===== src/rtl/rps_pkg.sv =====
// Package for the postponed-refresh scheduler: field widths, request,
// command and register codes, and the control/status structs.
// No dependencies.
package rps_pkg;

  localparam int unsigned REQ_W      = 3;
  localparam int unsigned RANK_W     = 2;
  localparam int unsigned BANK_W     = 3;
  localparam int unsigned KIND_W     = 2;
  localparam int unsigned THR_W      = 8;
  localparam int unsigned GSL_W      = 2;
  localparam int unsigned GTS_W      = 4;
  localparam int unsigned CFG_IDX_W  = 3;
  localparam int unsigned CFG_DATA_W = 8;

  // request types
  localparam logic [REQ_W-1:0] REQ_PULSE = 3'd0;
  localparam logic [REQ_W-1:0] REQ_SCHED = 3'd1;
  localparam logic [REQ_W-1:0] REQ_OPEN  = 3'd2;
  localparam logic [REQ_W-1:0] REQ_CLOSE = 3'd3;
  localparam logic [REQ_W-1:0] REQ_DONE  = 3'd4;

  // command kinds on the result channel
  localparam logic [KIND_W-1:0] KIND_NONE = 2'd0;
  localparam logic [KIND_W-1:0] KIND_PRE  = 2'd1;
  localparam logic [KIND_W-1:0] KIND_REF  = 2'd2;

  // configuration register indexes
  localparam logic [CFG_IDX_W-1:0] CFG_REF_EN  = 3'd0;
  localparam logic [CFG_IDX_W-1:0] CFG_PRE_EN  = 3'd1;
  localparam logic [CFG_IDX_W-1:0] CFG_THRESH  = 3'd2;
  localparam logic [CFG_IDX_W-1:0] CFG_GRP_LOG = 3'd3;
  localparam logic [CFG_IDX_W-1:0] CFG_SCAN    = 3'd4;

  typedef struct packed {
    logic accept;   // latch the new transaction
    logic simple;   // execute a non-schedule request
    logic scan;     // examine one group
    logic pre;      // step one bank of the hit group
    logic refresh;  // emit the refresh
    logic miss;     // emit the empty schedule result
  } rps_cmd_t;

  typedef struct packed {
    logic in_sched;   // incoming transaction is a schedule attempt
    logic hit;        // current group needs refresh
    logic scan_done;  // no hit and nothing left to scan
    logic pre_emit;   // current bank takes a precharge
    logic pre_last;   // current bank is the last of the group
    logic out_free;   // output register can be loaded
  } rps_stat_t;

endpackage


===== src/rtl/rps_if.sv =====
// Channel interfaces of the postponed-refresh scheduler: request, result
// and configuration write. Depends on rps_pkg.
interface rps_in_if;
  logic                         valid;
  logic                         ready;
  logic [rps_pkg::REQ_W-1:0]    req_type;
  logic [rps_pkg::RANK_W-1:0]   rank;
  logic [rps_pkg::BANK_W-1:0]   bank;
  modport source (output valid, req_type, rank, bank, input ready);
  modport sink   (input valid, req_type, rank, bank, output ready);
endinterface

interface rps_out_if;
  logic                         valid;
  logic                         ready;
  logic [rps_pkg::KIND_W-1:0]   cmd_kind;
  logic [rps_pkg::RANK_W-1:0]   cmd_rank;
  logic [rps_pkg::BANK_W-1:0]   cmd_bank;
  logic                         scheduled;
  logic                         bank_needs_refresh;
  logic                         bank_refresh_queued;
  logic                         last;
  modport source (output valid, cmd_kind, cmd_rank, cmd_bank, scheduled,
                  bank_needs_refresh, bank_refresh_queued, last, input ready);
  modport sink   (input valid, cmd_kind, cmd_rank, cmd_bank, scheduled,
                  bank_needs_refresh, bank_refresh_queued, last, output ready);
endinterface

interface rps_cfg_if;
  logic                            valid;
  logic                            ready;
  logic [rps_pkg::CFG_IDX_W-1:0]   index;
  logic [rps_pkg::CFG_DATA_W-1:0]  data;
  modport source (output valid, index, data, input ready);
  modport sink   (input valid, index, data, output ready);
endinterface


===== src/rtl/rps_ctrl.sv =====
// Sequencer of the postponed-refresh scheduler: steps a transaction through
// execute, scan, precharge and refresh or miss phases. Depends on rps_pkg.
module rps_ctrl (
  input  logic              clk,
  input  logic              rst_n,
  input  logic              in_valid,
  output logic              in_ready,
  input  rps_pkg::rps_stat_t stat,
  output rps_pkg::rps_cmd_t  cmd
);

  typedef enum logic [5:0] {
    ST_IDLE   = 6'b000001,
    ST_SIMPLE = 6'b000010,
    ST_SCAN   = 6'b000100,
    ST_PRE    = 6'b001000,
    ST_REF    = 6'b010000,
    ST_MISS   = 6'b100000
  } state_t;

  state_t state_r, state_nxt;

  always_comb begin
    state_nxt = state_r;
    cmd       = '0;
    in_ready  = 1'b0;
    case (state_r)
      ST_IDLE: begin
        in_ready = 1'b1;
        if (in_valid) begin
          cmd.accept = 1'b1;
          state_nxt  = stat.in_sched ? ST_SCAN : ST_SIMPLE;
        end
      end
      ST_SIMPLE: begin
        if (stat.out_free) begin
          cmd.simple = 1'b1;
          state_nxt  = ST_IDLE;
        end
      end
      ST_SCAN: begin
        cmd.scan = 1'b1;
        if (stat.hit) begin
          state_nxt = ST_PRE;
        end else if (stat.scan_done) begin
          state_nxt = ST_MISS;
        end
      end
      ST_PRE: begin
        // hold while a precharge waits for the output register
        if (!stat.pre_emit || stat.out_free) begin
          cmd.pre = 1'b1;
          if (stat.pre_last) begin
            state_nxt = ST_REF;
          end
        end
      end
      ST_REF: begin
        if (stat.out_free) begin
          cmd.refresh = 1'b1;
          state_nxt   = ST_IDLE;
        end
      end
      ST_MISS: begin
        if (stat.out_free) begin
          cmd.miss  = 1'b1;
          state_nxt = ST_IDLE;
        end
      end
      default: begin
        state_nxt = ST_IDLE;
      end
    endcase
  end

  always_ff @(posedge clk) begin
    if (!rst_n) begin
      state_r <= ST_IDLE;
    end else begin
      state_r <= state_nxt;
    end
  end

endmodule


===== src/rtl/rps_dp.sv =====
// Datapath of the postponed-refresh scheduler: configuration registers,
// per-group counters, bank marks, scan pointers and the output register.
// Depends on rps_pkg; driven by rps_ctrl.
module rps_dp #(
  parameter int unsigned NUM_RANKS   = 4,
  parameter int unsigned NUM_BANKS   = 8,
  parameter int unsigned COUNT_WIDTH = 8
) (
  input  logic                             clk,
  input  logic                             rst_n,
  input  rps_pkg::rps_cmd_t                cmd,
  output rps_pkg::rps_stat_t               stat,
  input  logic [rps_pkg::REQ_W-1:0]        in_req_type,
  input  logic [rps_pkg::RANK_W-1:0]       in_rank,
  input  logic [rps_pkg::BANK_W-1:0]       in_bank,
  input  logic                             cfg_valid,
  input  logic [rps_pkg::CFG_IDX_W-1:0]    cfg_index,
  input  logic [rps_pkg::CFG_DATA_W-1:0]   cfg_data,
  input  logic                             out_ready,
  output logic                             out_valid,
  output logic [rps_pkg::KIND_W-1:0]       out_cmd_kind,
  output logic [rps_pkg::RANK_W-1:0]       out_cmd_rank,
  output logic [rps_pkg::BANK_W-1:0]       out_cmd_bank,
  output logic                             out_scheduled,
  output logic                             out_need,
  output logic                             out_queued,
  output logic                             out_last
);

  localparam int unsigned RW    = (NUM_RANKS > 1) ? $clog2(NUM_RANKS) : 1;
  localparam int unsigned BW    = (NUM_BANKS > 1) ? $clog2(NUM_BANKS) : 1;
  localparam int unsigned NSLOT = NUM_RANKS * NUM_BANKS;
  localparam int unsigned SW    = (NSLOT > 1) ? $clog2(NSLOT) : 1;
  localparam int unsigned SUMW  = BW + 4;
  localparam int unsigned CMW   = (COUNT_WIDTH > rps_pkg::THR_W) ?
                                  COUNT_WIDTH : rps_pkg::THR_W;
  localparam int unsigned NGW   = $clog2(NUM_BANKS + 1);
  localparam int unsigned SLW   = (NGW > rps_pkg::GTS_W) ? NGW : rps_pkg::GTS_W;
  localparam logic [COUNT_WIDTH-1:0] CNT_MAX = {COUNT_WIDTH{1'b1}};

  function automatic logic [SW-1:0] slot_of(input logic [RW-1:0] r,
                                             input logic [BW-1:0] b);
    return SW'(int'(r) * NUM_BANKS + int'(b));
  endfunction

  // (v mod NUM_BANKS) for v below NUM_BANKS + 8
  function automatic logic [BW-1:0] mod_nb(input logic [SUMW-1:0] v);
    logic [SUMW-1:0] x;
    x = v;
    for (int n = 0; n < 8; n++) begin
      if (x >= SUMW'(NUM_BANKS)) x = x - SUMW'(NUM_BANKS);
    end
    return BW'(x);
  endfunction

  // configuration
  logic                         ref_en_r, pre_en_r;
  logic [rps_pkg::THR_W-1:0]    thr_r;
  logic [rps_pkg::GSL_W-1:0]    gsl_r;
  logic [rps_pkg::GTS_W-1:0]    gts_r;

  // state
  logic [COUNT_WIDTH-1:0] count_r [NSLOT];
  logic [NSLOT-1:0]       need_r, queued_r, open_r;
  logic [BW-1:0]          nbp_r;
  logic [RW-1:0]          nrp_r;

  // transaction and scan registers
  logic [rps_pkg::REQ_W-1:0]  req_type_r;
  logic [rps_pkg::RANK_W-1:0] req_rank_r;
  logic [rps_pkg::BANK_W-1:0] req_bank_r;
  logic [RW-1:0]              rank_i_r;
  logic [BW-1:0]              bank_j_r;
  logic [RW-1:0]              r_cnt_r;
  logic [SLW-1:0]             k_cnt_r;
  logic [2:0]                 t_r;
  logic                       out_valid_r;

  // combinational
  logic [3:0]              gsize;
  logic [NGW+3:0]          ng_sum;
  logic [NGW-1:0]          ngroups;
  logic [SLW-1:0]          scan_len;
  logic                    req_ok, sel_ok, is_sched;
  logic [SW-1:0]           req_slot;
  logic [RW-1:0]           sel_rank;
  logic [BW-1:0]           sel_bank, sel_grp, sel_head;
  logic [SW-1:0]           cnt_addr;
  logic [COUNT_WIDTH-1:0]  cnt_cur, cnt_inc, cnt_dec;
  logic                    needs_cur, needs_inc, needs_dec;
  logic [NSLOT-1:0]        grp_mask;
  logic [SUMW-1:0]         msum;
  logic                    hit, k_last, r_last;
  logic [BW-1:0]           j_adv;
  logic [RW-1:0]           i_adv;
  logic [SUMW-1:0]         b_sum, np_sum;
  logic [BW-1:0]           b_idx;
  logic [SW-1:0]           b_slot, h_slot;
  logic                    pre_emit, out_free, out_load;
  logic                    s_need, s_queued;

  assign gsize    = 4'(1) << gsl_r;
  assign ng_sum   = (NGW+4)'(NUM_BANKS) + (NGW+4)'(gsize) - (NGW+4)'(1);
  assign ngroups  = NGW'(ng_sum >> gsl_r);
  assign scan_len = (SLW'(gts_r) < SLW'(ngroups)) ? SLW'(gts_r) : SLW'(ngroups);

  assign is_sched = (req_type_r == rps_pkg::REQ_SCHED);
  assign req_ok   = (int'(req_rank_r) < NUM_RANKS) && (int'(req_bank_r) < NUM_BANKS);
  assign req_slot = slot_of(RW'(req_rank_r), BW'(req_bank_r));

  // group addressed by the request, or by the scan position
  assign sel_rank = is_sched ? rank_i_r : RW'(req_rank_r);
  assign sel_bank = is_sched ? bank_j_r : BW'(req_bank_r);
  assign sel_ok   = is_sched ? 1'b1 : req_ok;
  assign sel_grp  = sel_bank >> gsl_r;
  assign sel_head = sel_grp << gsl_r;
  assign cnt_addr = slot_of(sel_rank, sel_grp);
  assign cnt_cur  = count_r[cnt_addr];
  assign cnt_inc  = (cnt_cur != CNT_MAX) ? cnt_cur + COUNT_WIDTH'(1) : cnt_cur;
  assign cnt_dec  = (cnt_cur != '0) ? cnt_cur - COUNT_WIDTH'(1) : cnt_cur;
  assign needs_cur = ref_en_r && (CMW'(cnt_cur) >= CMW'(thr_r));
  assign needs_inc = ref_en_r && (CMW'(cnt_inc) >= CMW'(thr_r));
  assign needs_dec = ref_en_r && (CMW'(cnt_dec) >= CMW'(thr_r));

  always_comb begin
    grp_mask = '0;
    msum     = '0;
    for (int t = 0; t < 8; t++) begin
      msum = SUMW'(sel_head) + SUMW'(t);
      if (sel_ok && (4'(t) < gsize) && (msum < SUMW'(NUM_BANKS))) begin
        grp_mask[slot_of(sel_rank, BW'(msum))] = 1'b1;
      end
    end
  end

  // scan walk
  assign hit    = (scan_len != '0) && needs_cur;
  assign k_last = ((SLW+1)'(k_cnt_r) + (SLW+1)'(1)) >= (SLW+1)'(scan_len);
  assign r_last = (r_cnt_r == RW'(NUM_RANKS - 1));
  assign j_adv  = mod_nb(SUMW'(bank_j_r) + SUMW'(gsize));
  assign i_adv  = (rank_i_r == RW'(NUM_RANKS - 1)) ? '0 : rank_i_r + RW'(1);
  assign np_sum = SUMW'(nbp_r) + SUMW'(gsize);

  // precharge walk over the hit group
  assign b_sum    = SUMW'(sel_head) + SUMW'(t_r);
  assign b_idx    = BW'(b_sum);
  assign b_slot   = slot_of(rank_i_r, b_idx);
  assign h_slot   = slot_of(rank_i_r, sel_head);
  assign pre_emit = pre_en_r && (b_sum < SUMW'(NUM_BANKS)) && open_r[b_slot];

  assign out_free = !out_valid_r || out_ready;
  assign out_load = cmd.simple || cmd.refresh || cmd.miss || (cmd.pre && pre_emit);

  // marks of the addressed bank after a non-schedule request
  always_comb begin
    s_need   = 1'b0;
    s_queued = 1'b0;
    if (req_ok) begin
      s_need   = need_r[req_slot];
      s_queued = queued_r[req_slot];
      if (req_type_r == rps_pkg::REQ_PULSE && needs_inc) s_need = 1'b1;
      if (req_type_r == rps_pkg::REQ_DONE) s_queued = 1'b0;
    end
  end

  always_comb begin
    stat           = '0;
    stat.in_sched  = (in_req_type == rps_pkg::REQ_SCHED);
    stat.hit       = hit;
    stat.scan_done = !hit && k_last && r_last;
    stat.pre_emit  = pre_emit;
    stat.pre_last  = (t_r == 3'(gsize - 4'(1)));
    stat.out_free  = out_free;
  end

  always_ff @(posedge clk) begin
    if (!rst_n) begin
      ref_en_r    <= 1'b1;
      pre_en_r    <= 1'b1;
      thr_r       <= rps_pkg::THR_W'(1);
      gsl_r       <= '0;
      gts_r       <= rps_pkg::GTS_W'(8);
      for (int s = 0; s < NSLOT; s++) count_r[s] <= '0;
      need_r      <= '0;
      queued_r    <= '0;
      open_r      <= '0;
      nbp_r       <= '0;
      nrp_r       <= '0;
      req_type_r  <= '0;
      req_rank_r  <= '0;
      req_bank_r  <= '0;
      rank_i_r    <= '0;
      bank_j_r    <= '0;
      r_cnt_r     <= '0;
      k_cnt_r     <= '0;
      t_r         <= '0;
      out_valid_r <= 1'b0;
    end else begin
      if (cfg_valid) begin
        case (cfg_index)
          rps_pkg::CFG_REF_EN:  ref_en_r <= cfg_data[0];
          rps_pkg::CFG_PRE_EN:  pre_en_r <= cfg_data[0];
          rps_pkg::CFG_THRESH:  thr_r    <= cfg_data;
          rps_pkg::CFG_GRP_LOG: gsl_r    <= cfg_data[rps_pkg::GSL_W-1:0];
          rps_pkg::CFG_SCAN:    gts_r    <= cfg_data[rps_pkg::GTS_W-1:0];
          default: ;
        endcase
      end

      if (cmd.accept) begin
        req_type_r <= in_req_type;
        req_rank_r <= in_rank;
        req_bank_r <= in_bank;
        rank_i_r   <= nrp_r;
        bank_j_r   <= nbp_r;
        r_cnt_r    <= '0;
        k_cnt_r    <= '0;
      end

      if (cmd.simple && req_ok) begin
        case (req_type_r)
          rps_pkg::REQ_PULSE: begin
            count_r[cnt_addr] <= cnt_inc;
            if (needs_inc) need_r <= need_r | grp_mask;
          end
          rps_pkg::REQ_OPEN:  open_r[req_slot] <= 1'b1;
          rps_pkg::REQ_CLOSE: open_r[req_slot] <= 1'b0;
          rps_pkg::REQ_DONE:  queued_r <= queued_r & ~grp_mask;
          default: ;
        endcase
      end

      if (cmd.scan) begin
        if (hit) begin
          count_r[cnt_addr] <= cnt_dec;
          queued_r <= queued_r | grp_mask;
          if (!needs_dec) need_r <= need_r & ~grp_mask;
          t_r <= '0;
          if (np_sum >= SUMW'(NUM_BANKS)) begin
            nbp_r <= '0;
            nrp_r <= (nrp_r == RW'(NUM_RANKS - 1)) ? '0 : nrp_r + RW'(1);
          end else begin
            nbp_r <= BW'(np_sum);
          end
        end else if (k_last) begin
          // next rank restarts at the bank pointer
          k_cnt_r  <= '0;
          r_cnt_r  <= r_cnt_r + RW'(1);
          rank_i_r <= i_adv;
          bank_j_r <= nbp_r;
        end else begin
          k_cnt_r  <= k_cnt_r + SLW'(1);
          bank_j_r <= j_adv;
        end
      end

      if (cmd.pre) begin
        if (pre_emit) open_r[b_slot] <= 1'b0;
        t_r <= t_r + 3'(1);
      end

      if (out_load) begin
        out_valid_r <= 1'b1;
      end else if (out_ready) begin
        out_valid_r <= 1'b0;
      end
    end
  end

  // result payload
  always_ff @(posedge clk) begin
    if (cmd.simple || cmd.miss) begin
      out_cmd_kind  <= rps_pkg::KIND_NONE;
      out_cmd_rank  <= '0;
      out_cmd_bank  <= '0;
      out_scheduled <= 1'b0;
      out_need      <= cmd.simple ? s_need : 1'b0;
      out_queued    <= cmd.simple ? s_queued : 1'b0;
      out_last      <= 1'b1;
    end else if (cmd.pre && pre_emit) begin
      out_cmd_kind  <= rps_pkg::KIND_PRE;
      out_cmd_rank  <= rps_pkg::RANK_W'(rank_i_r);
      out_cmd_bank  <= rps_pkg::BANK_W'(b_idx);
      out_scheduled <= 1'b1;
      out_need      <= need_r[b_slot];
      out_queued    <= queued_r[b_slot];
      out_last      <= 1'b0;
    end else if (cmd.refresh) begin
      out_cmd_kind  <= rps_pkg::KIND_REF;
      out_cmd_rank  <= rps_pkg::RANK_W'(rank_i_r);
      out_cmd_bank  <= rps_pkg::BANK_W'(sel_head);
      out_scheduled <= 1'b1;
      out_need      <= need_r[h_slot];
      out_queued    <= queued_r[h_slot];
      out_last      <= 1'b1;
    end
  end

  assign out_valid = out_valid_r;

endmodule


===== src/rtl/refresh_postpone_scheduler.sv =====
// Top level of the postponed-refresh scheduler: joins sequencer and datapath
// to the request, result and configuration channels.
// Depends on rps_pkg, rps_if, rps_ctrl and rps_dp.
//
//  channel  dir  fields                                        transaction
//  in_ch    in   req_type, rank, bank                           valid & ready
//  out_ch   out  cmd_kind, cmd_rank, cmd_bank, scheduled,       valid & ready
//                bank_needs_refresh, bank_refresh_queued, last
//  cfg_ch   in   index, data                                    valid & ready
//
// One transaction at a time. A non-schedule request is accepted, then executed.
// A schedule attempt is accepted and scans groups, one group per cycle through
// the counter read port, up to NUM_RANKS * scan length (one per rank when the
// scan length is zero), then group size precharge steps on a hit, and a result.
// cfg_ch is always ready.
// A stalled result holds the sequencer in place; the next request is taken
// while the last result still waits. Reset clears all marks and counters.
module refresh_postpone_scheduler #(
  parameter int unsigned NUM_RANKS   = 4,
  parameter int unsigned NUM_BANKS   = 8,
  parameter int unsigned COUNT_WIDTH = 8
) (
  input  logic       clk,
  input  logic       rst_n,
  rps_in_if.sink     in_ch,
  rps_out_if.source  out_ch,
  rps_cfg_if.sink    cfg_ch
);

  rps_pkg::rps_cmd_t  cmd;
  rps_pkg::rps_stat_t stat;
  logic               in_ready;

  rps_ctrl u_ctrl (
    .clk      (clk),
    .rst_n    (rst_n),
    .in_valid (in_ch.valid),
    .in_ready (in_ready),
    .stat     (stat),
    .cmd      (cmd)
  );

  rps_dp #(
    .NUM_RANKS   (NUM_RANKS),
    .NUM_BANKS   (NUM_BANKS),
    .COUNT_WIDTH (COUNT_WIDTH)
  ) u_dp (
    .clk           (clk),
    .rst_n         (rst_n),
    .cmd           (cmd),
    .stat          (stat),
    .in_req_type   (in_ch.req_type),
    .in_rank       (in_ch.rank),
    .in_bank       (in_ch.bank),
    .cfg_valid     (cfg_ch.valid),
    .cfg_index     (cfg_ch.index),
    .cfg_data      (cfg_ch.data),
    .out_ready     (out_ch.ready),
    .out_valid     (out_ch.valid),
    .out_cmd_kind  (out_ch.cmd_kind),
    .out_cmd_rank  (out_ch.cmd_rank),
    .out_cmd_bank  (out_ch.cmd_bank),
    .out_scheduled (out_ch.scheduled),
    .out_need      (out_ch.bank_needs_refresh),
    .out_queued    (out_ch.bank_refresh_queued),
    .out_last      (out_ch.last)
  );

  assign in_ch.ready  = in_ready;
  assign cfg_ch.ready = 1'b1;

endmodule

===== src/flat_wrapper.sv =====
// flat-port wrapper written by rule: the top's interface ports become plain ports
module refresh_postpone_scheduler_flat 
#(
  parameter int unsigned NUM_RANKS   = 4,
  parameter int unsigned NUM_BANKS   = 8,
  parameter int unsigned COUNT_WIDTH = 8
)
  (clk, rst_n, in_ch_valid, in_ch_req_type, in_ch_rank, in_ch_bank, in_ch_ready, out_ch_valid, out_ch_cmd_kind, out_ch_cmd_rank, out_ch_cmd_bank, out_ch_scheduled, out_ch_bank_needs_refresh, out_ch_bank_refresh_queued, out_ch_last, out_ch_ready, cfg_ch_valid, cfg_ch_index, cfg_ch_data, cfg_ch_ready);
  rps_in_if in_ch_i ();
  rps_out_if out_ch_i ();
  rps_cfg_if cfg_ch_i ();
  input  logic clk;
  input  logic rst_n;
  input wire logic [$bits(in_ch_i.valid)-1:0] in_ch_valid;
  input wire logic [$bits(in_ch_i.req_type)-1:0] in_ch_req_type;
  input wire logic [$bits(in_ch_i.rank)-1:0] in_ch_rank;
  input wire logic [$bits(in_ch_i.bank)-1:0] in_ch_bank;
  output wire logic [$bits(in_ch_i.ready)-1:0] in_ch_ready;
  output wire logic [$bits(out_ch_i.valid)-1:0] out_ch_valid;
  output wire logic [$bits(out_ch_i.cmd_kind)-1:0] out_ch_cmd_kind;
  output wire logic [$bits(out_ch_i.cmd_rank)-1:0] out_ch_cmd_rank;
  output wire logic [$bits(out_ch_i.cmd_bank)-1:0] out_ch_cmd_bank;
  output wire logic [$bits(out_ch_i.scheduled)-1:0] out_ch_scheduled;
  output wire logic [$bits(out_ch_i.bank_needs_refresh)-1:0] out_ch_bank_needs_refresh;
  output wire logic [$bits(out_ch_i.bank_refresh_queued)-1:0] out_ch_bank_refresh_queued;
  output wire logic [$bits(out_ch_i.last)-1:0] out_ch_last;
  input wire logic [$bits(out_ch_i.ready)-1:0] out_ch_ready;
  input wire logic [$bits(cfg_ch_i.valid)-1:0] cfg_ch_valid;
  input wire logic [$bits(cfg_ch_i.index)-1:0] cfg_ch_index;
  input wire logic [$bits(cfg_ch_i.data)-1:0] cfg_ch_data;
  output wire logic [$bits(cfg_ch_i.ready)-1:0] cfg_ch_ready;
  assign in_ch_i.valid = in_ch_valid;
  assign in_ch_i.req_type = in_ch_req_type;
  assign in_ch_i.rank = in_ch_rank;
  assign in_ch_i.bank = in_ch_bank;
  assign in_ch_ready = in_ch_i.ready;
  assign out_ch_valid = out_ch_i.valid;
  assign out_ch_cmd_kind = out_ch_i.cmd_kind;
  assign out_ch_cmd_rank = out_ch_i.cmd_rank;
  assign out_ch_cmd_bank = out_ch_i.cmd_bank;
  assign out_ch_scheduled = out_ch_i.scheduled;
  assign out_ch_bank_needs_refresh = out_ch_i.bank_needs_refresh;
  assign out_ch_bank_refresh_queued = out_ch_i.bank_refresh_queued;
  assign out_ch_last = out_ch_i.last;
  assign out_ch_i.ready = out_ch_ready;
  assign cfg_ch_i.valid = cfg_ch_valid;
  assign cfg_ch_i.index = cfg_ch_index;
  assign cfg_ch_i.data = cfg_ch_data;
  assign cfg_ch_ready = cfg_ch_i.ready;
  refresh_postpone_scheduler #(.NUM_RANKS(NUM_RANKS), .NUM_BANKS(NUM_BANKS), .COUNT_WIDTH(COUNT_WIDTH)) u_core (.clk(clk), .rst_n(rst_n), .in_ch(in_ch_i), .out_ch(out_ch_i), .cfg_ch(cfg_ch_i));
endmodule

===== config.mk =====
export PLATFORM = sky130hd
export DESIGN_NAME = refresh_postpone_scheduler_flat
export DESIGN_NICKNAME = d
export VERILOG_FILES = /design/src/rtl/rps_pkg.sv /design/src/rtl/rps_if.sv /design/src/rtl/rps_ctrl.sv /design/src/rtl/rps_dp.sv /design/src/rtl/refresh_postpone_scheduler.sv /design/src/flat_wrapper.sv
export SDC_FILE = /design/constraint.sdc
export NUM_CORES = 1
export LEC_CHECK = 0
export CAP_MARGIN = 0
export CORE_MARGIN = 1
export CORE_UTILIZATION = 35
export CTS_CLUSTER_SIZE = 14
export DETAILED_ROUTE_END_ITERATION = 7
export DONT_BUFFER_PORTS = 1
export PLACE_DENSITY_LB_ADDON = 0.2
export SYNTH_ARGS = -nofsm -noshare
export SYNTH_HDL_FRONTEND = slang
export SYNTH_SLANG_ARGS = --single-unit

===== constraint.sdc =====
create_clock -name clk -period 11.6 [get_ports clk]
set_input_delay 0.58 -clock clk [delete_from_list [all_inputs] [get_ports clk]]
set_output_delay 0.58 -clock clk [all_outputs]
set_load 0.005 [all_outputs]

Yosys cells after proc, flatten, opt, wreduce, memory -nomap -nowiden
Memory sizes are Yosys's and may differ from the RTL's.
Index checks and enable logic that the tools add are counted.
{"block": "op_classes", "n_addsub": 41, "magnitude_cmp": 52, "eq_ne": 25, "shifts": 4, "muxes": 144, "bitwise": 18, "n_reduce_logical": 58}
{"operator": "$mux 32", "n": 22}
{"operator": "$or 32x32->32", "n": 10}
{"operator": "$and 32x32->32", "n": 4}
{"operator": "$not 32->32", "n": 3}
{"operator": "$lt 5x6->1 const B", "n": 11}
{"operator": "$pmux 32 s2", "n": 1}
{"operator": "$add 5x3->5", "n": 12}
{"operator": "$mux 1", "n": 54}
{"operator": "$demux 1 s5", "n": 10}
{"operator": "$ge 5x1->1 const B", "n": 10}
{"operator": "$ge 7x4->1 const B", "n": 7}
{"operator": "$mux 7", "n": 7}
{"operator": "$sub 7x4->7 const B", "n": 6}
{"operator": "$mux 3", "n": 13}
{"operator": "$mux 6", "n": 6}
{"operator": "$bmux 1 s5", "n": 7}
{"operator": "$lt 4x4->1 const B", "n": 8}
{"operator": "$mux 8", "n": 4}
{"operator": "$logic_and 1x1->1", "n": 28}
{"operator": "$mux 2", "n": 13}
{"operator": "$ge 8x8->1", "n": 3}
{"operator": "$pmux 6 s4", "n": 1}
{"operator": "$mux 4", "n": 5}
{"operator": "$add 3x3->4 const B", "n": 4}
{"operator": "55 further kinds", "n": 93}
{"block": "word_totals", "register_bits": 157, "mem_bits_rw": 256, "in_bits": 24, "output_inout_bits": 14, "wordCells": 371, "memories": 1}
{"name": "u_core.u_dp.count_r", "depth": 32, "width": 8, "rd": 1, "rd_clocked_by_memory_dff": 0, "write_ports": 32, "line": "rps_dp.sv:63", "source": "logic [COUNT_WIDTH-1:0] count_r [NSLOT];"}

Depth between registers and ports, before layout
{"block": "depth", "word_depth": 31, "mapped_depth": 32, "ltp_nobuf": 25}

Hierarchy
Synthesis repeated with hierarchy kept, for this count alone.
{"block": "unflattened", "hier_cells": 2388, "area_unflattened_um2": 23189.7}
{"module": "rps_dp", "instances": 1, "cells_per_inst": 2334, "area_each_um2": 22746.8, "seq_area_each_um2": 10730.3}
{"module": "rps_ctrl", "instances": 1, "cells_per_inst": 52, "area_each_um2": 431.7, "seq_area_each_um2": 120.1}
{"module": "refresh_postpone_scheduler", "instances": 1, "cells_per_inst": 2, "area_each_um2": 11.3, "seq_area_each_um2": 0.0}

Worst setup path after synthesis
No wires, ideal clock.
{"block": "synth_path", "path_kind": "reg-to-reg", "start": "reg u_core.u_dp.req_type_r[0] (netlist name)", "end": "reg u_core.u_dp.need_r[24]", "setup_ns": 0.138, "t_arrival_ns": 5.938, "t_required_ns": 11.462, "path_slack_ns": 5.524, "stages_incl_launch_ff": 29, "n_path_buf": 5, "synth_period_minus_slack_ns": 6.076, "path_cell_list": "dfxtp_1 buf_2 nor3b_2 buf_4 mux2_2 nor4_1 nand3_1 and4_1 and3_1 clkbuf_1 inv_1 ha_1 inv_1 nor4_4 and2_0 buf_2 mux2i_1 ha_1 a21o_1 a21o_1 a21o_1 a21o_1 a21oi_1 nor2b_1 o21ai_0 nand2b_1 a21oi_1 clkbuf_1 a31oi_1"}
{"block": "synth_via", "elab_chain_cells": 31, "word_cells_on_any_way": 116, "cone_classes": "add/sub (18); order compare (27); eq/ne (2); shift (2); mux (34); bitwise (10); reduce/logical (22); memory (1)"}
{"item": "from (decl)", "line": "rps_dp.sv:69", "source": "logic [rps_pkg::REQ_W-1:0] req_type_r;"}
{"item": "from (signal assigned)", "line": "rps_dp.sv:211", "source": "req_type_r <= in_req_type;"}
{"item": "$eq 3x1->1", "line": "rps_dp.sv:107", "source": "assign is_sched = (req_type_r == rps_pkg::REQ_SCHED);"}
{"item": "$mux 3", "line": "rps_dp.sv:113", "source": "assign sel_bank = is_sched ? bank_j_r : BW'(req_bank_r);"}
{"item": "$shr 3x2->3", "line": "rps_dp.sv:115", "source": "assign sel_grp = sel_bank >> gsl_r;"}
{"item": "$shl 3x2->3", "line": "rps_dp.sv:116", "source": "assign sel_head = sel_grp << gsl_r;"}
{"item": "$add 3x1->4 or $add 5x3->5 (tied branches)", "line": "rps_dp.sv:129, rps_dp.sv:43"}
{"item": "$add 5x3->5, or another cell as far along", "line": "rps_dp.sv:43", "source": "return SW'(int'(r) * NUM_BANKS + int'(b));"}
{"item": "$lt 5x6->1 (not written as such), or another cell as far along", "line": "rps_dp.sv:131", "source": "grp_mask[slot_of(sel_rank, BW'(msum))] = 1'b1;"}
{"item": "$logic_and 1x1->1 (not written as such) or $mux 1 (tied branches)", "line": "rps_dp.sv:131"}
{"item": "[15 not listed]"}
{"item": "$mux 32", "line": "rps_dp.sv:130", "source": "if (sel_ok && (4'(t) < gsize) && (msum < SUMW'(NUM_BANKS))) begin"}
{"item": "$or 32x32->32", "line": "rps_dp.sv:224", "source": "if (needs_inc) need_r <= need_r | grp_mask;"}
{"item": "$mux 32", "line": "rps_dp.sv:224"}
{"item": "$mux 32", "line": "rps_dp.sv:221", "source": "case (req_type_r)"}
{"item": "$mux 32", "line": "rps_dp.sv:220", "source": "if (cmd.simple && req_ok) begin"}
{"item": "$mux 32", "line": "rps_dp.sv:237", "source": "if (!needs_dec) need_r <= need_r & ~grp_mask;"}
{"item": "$mux 32", "line": "rps_dp.sv:234", "source": "if (hit) begin"}
{"item": "$mux 32 (*)", "line": "rps_dp.sv:233", "source": "if (cmd.scan) begin"}
{"item": "to (signal assigned)", "line": "rps_dp.sv:224"}
{"item": "to (signal assigned)", "line": "rps_dp.sv:237"}
{"item": "to (decl)", "line": "rps_dp.sv:64", "source": "logic [NSLOT-1:0] need_r, queued_r, open_r;"}
Mark *: on every way between the ends. The rest lies on a longest branch, timed or not.
A chain may end at the register's enable or synchronous reset.

==> impl_metrics.ini <==
[worst_hold_path]
hold_path_end = u_core.u_dp.pre_en_r
hold_depth = 1
min_from = rst_n
hp-class = primary input to flip-flop

[routing]
ant_nets = 0
drt-total-wl_um = 84080
viasPerCell = 6.048
remaining_drc_errors = 0
dr_total_vias = 20210
drt-initial-drc-count = 2496
drt-pass1-iter-count = 6
wire_per_inst_um = 25.17

[cells_and_area]
drive_gt1_share_pct = 9.285
final_cell_mix = nand2_1, nor2_1, edfxtp_1, a21oi_1, o21ai_0
final_common_cell = nand2_1
nFillCells = 6559
multi_input_area_mm2 = 0.01157
seq_area_mm2 = 0.01085
nets = 2516
diodes = 0
fin_util_pct = 38.95
area_delta_synth_final_pct = 10.04
design_area_mm2 = 0.02561

[synthesis]
ys_seq_area_share_pct = 46.63
syn_inst = 2517
synth_cell_types = 94
synthFlopType = edfxtp_1
ys_warn_count = 0
ys_seq_elements = 413
synth_area_mm2 = 0.02327
syn_nets = 2592
syn_area_per_cell_um2 = 9.246
synthArstFlopShare_pct = 0
synth_edf_count = 258

[worst_setup_path]
crit_required_ns = 11.86
r2r_setup_slack_ns = 2.56
worstSetupPathType = flip-flop to flip-flop
r2r_start = u_core.u_dp.gsl_r[0]
timing.rr.end = u_core.u_dp.count_r[13][2]
worstSetupStartpointType = flip-flop
r2r_cells = 21
worstSetupEndpointType = flip-flop
cp.arrival_ns = 9.31
worstPathMaxFanout = 50

[die]
coreArea_mm2 = 0.06575
dieArea_mm2 = 0.06752
start_util_pct = 35.40
die_h_um = 259.9
die_w_um = 259.9
ioPinCount = 38
rows = 94

[power]
ir_drop_v = 0.0001366
p_leak_nw = 8.960
p_per_area_mw_per_mm2 = 153.8

[grt]
grt_pass1_vias = 19370
grt_antenna_before_repair = 2
grt_max_degree = 139
grt_pass1_wl_um = 126400
grt_usage_pct = 24.75
overflow = 0

[clock_tree]
cts_sinks = 413
cts_resized = 0
cts_tree = done
post-cts-setup-buffers = 0
clk_latency_ns = 0.61
cts_max_level = 2
cts_buffers = 46
clock-root-buffer = clkbuf_16
cts_hold_buf = 0
path_clk_slew_ns = 0.06
clk_path_buf_depth = 3

[timing]
period_needed_ns = 9.045
fin_skew_ns = 0.02611
rsz0062_at_grt = false
setup_tns_ns = 0
final-max-slew-violation-count = 0
hold_viol_final = 0
max_freq_mhz = 110.6
slew-limit-headroom_pct = 15.37
post-route-period-util_pct = 77.97
setup_viol_count_final = 0
tightest_slew_ns = 1.262

[placed_design]
place_area_mm2 = 0.02409
globalplace.congestion = 0.9636
io_buffers = 0
dp_hpwl_um = 54780

[outcome]
status = finished clean

[run]
maxCapViolations = 0
==> routing by layer <==
metal	GRT usage, %	part of all wire (%)
met2	40.35	47
met5	0	0.027
met1	32.75	41
met3	3.743	8.3
met4	9.967	4.0
==> per-stage QoR <==
| step | instances | total power (W) | hold WS [ns] | worst slack, ns |
|---|---|---|---|---|
| after floorplan | 2517 | 0.002158 | 0.4363 | 5.524 |
| after global placement | 3257 | 0.002447 | 0.4534 | 2.910 |
| after detailed placement | 3257 | 0.002450 | 0.4567 | 2.777 |
| after CTS | 3341 | 0.003939 | 0.02339 | 2.728 |
| after global routing | 3341 | 0.004063 | 0.03617 | 2.065 |
| final | 3341 | 0.003939 | 0.03946 | 2.555 |
==> power breakdown <==
group | leakage [nW] | total (W) | switching (W) | internal (W)
Combinational | 4.31 | 0.000819 | 0.000604 | 0.000216
Sequential | 3.91 | 0.00161 | 0.0000221 | 0.00159
Clock | 0.734 | 0.00150 | 0.000648 | 0.000857
==> registers in the layout, indices dropped and copies added (netlist names), 3 cells and up <==
register / cells
u_core.u_ctrl.state_r: 6
u_core.u_dp.bank_j_r: 3
u_core.u_dp.count_r: 256
u_core.u_dp.gts_r: 4
u_core.u_dp.k_cnt_r: 4
u_core.u_dp.nbp_r: 3
u_core.u_dp.need_r: 32
u_core.u_dp.open_r: 32
u_core.u_dp.out_cmd_bank: 3
u_core.u_dp.queued_r: 32
u_core.u_dp.req_bank_r: 3
u_core.u_dp.req_type_r: 3
u_core.u_dp.t_r: 3
u_core.u_dp.thr_r: 8
==> cell type report <==
cell class | instances | area share, %
Timing Repair Buffer | 51 | 1.495
Clock buffer | 55 | 4.705
Multi-Input combinational cell | 1877 | 45.20
Clock inverter | 29 | 1.241
Sequential cell | 413 | 42.38
Tap cell | 864 | 4.221
Inverter | 52 | 0.7622
==> worst max-delay path, stage by stage (launching register included) <==
cell and delay, ns:
dfxtp_1 1.05, mux2i_1 0.47, mux2i_4 0.10, buf_4 0.29
a21boi_4 0.83, buf_4 0.67, mux2i_1 0.36, o22ai_1 0.19
or4_1 0.61, nor2_2 0.33, inv_1 0.20, ha_1 0.31
o21a_1 0.13, o21ai_0 0.09, nor2_1 0.11, a21oi_1 0.16
nor3_2 0.14, buf_4 0.49, nor2_1 0.24, nor3_4 0.89
nand3_1 0.48, nand2_1 0.44
==> cell usage after synthesis, drive strengths merged (14+ instances only) <==
master	count	area [µm²]
dfxtp	155	3103
nand4	15	93.84
nand2	385	1445
nor3	68	345.3
mux4	41	923.4
o21ai	160	804.5
and3	18	112.6
clkbuf	103	386.6
a31oi	18	112.6
and2	25	156.4
a21boi	30	236.5
inv	49	183.9
a22oi	14	105.1
nor4	16	148.9
ha	49	613.1
nor2	315	1185
o211ai	38	285.3
nor2b	20	125.1
nand3	86	440.4
mux2i	92	924.6
a211oi	20	160.2
a21o	20	150.1
a311oi	16	157.7
a21oi	231	1156
buf	72	402.9
mux2	24	277.8
edfxtp	258	7747
==> worst max path at each step <==
stage / from / endpoint / slack [ns] / cells after the start
6_report: u_core.u_dp.gsl_r[0] / u_core.u_dp.count_r[13][2] / 2.56 / 21
5_1_grt: u_core.u_dp.gsl_r[0] / u_core.u_dp.count_r[27][2] / 2.06 / 21
4_1_cts: u_core.u_dp.gsl_r[0] / u_core.u_dp.count_r[13][1] / 2.73 / 21
3_5_place_dp: u_core.u_dp.gsl_r[0] / u_core.u_dp.count_r[13][7] / 2.78 / 21
3_3_place_gp: u_core.u_dp.gsl_r[0] / u_core.u_dp.count_r[31][5] / 2.91 / 21
2_1_floorplan: u_core.u_dp.req_type_r[0] / u_core.u_dp.need_r[24] / 5.52 / 28
==> logic make-up (layout without fill, tap and decap cells) <==
group                      Yosys count  in the layout  synth area share (%)
and+or+nand+nor                   1010           1010                 19.49
AOI/OAI and AO/OA                  646            646                 17.24
DFF                                413            413                 46.63
buffers and inverters              227            187                 4.231
muxes                              157            157                 9.135
adders and majority gates           52             52                 2.850
xor gates and xnor gates            11             11                0.4140
other                                1              1               0.01611
(Power assumes the default switching activity.)
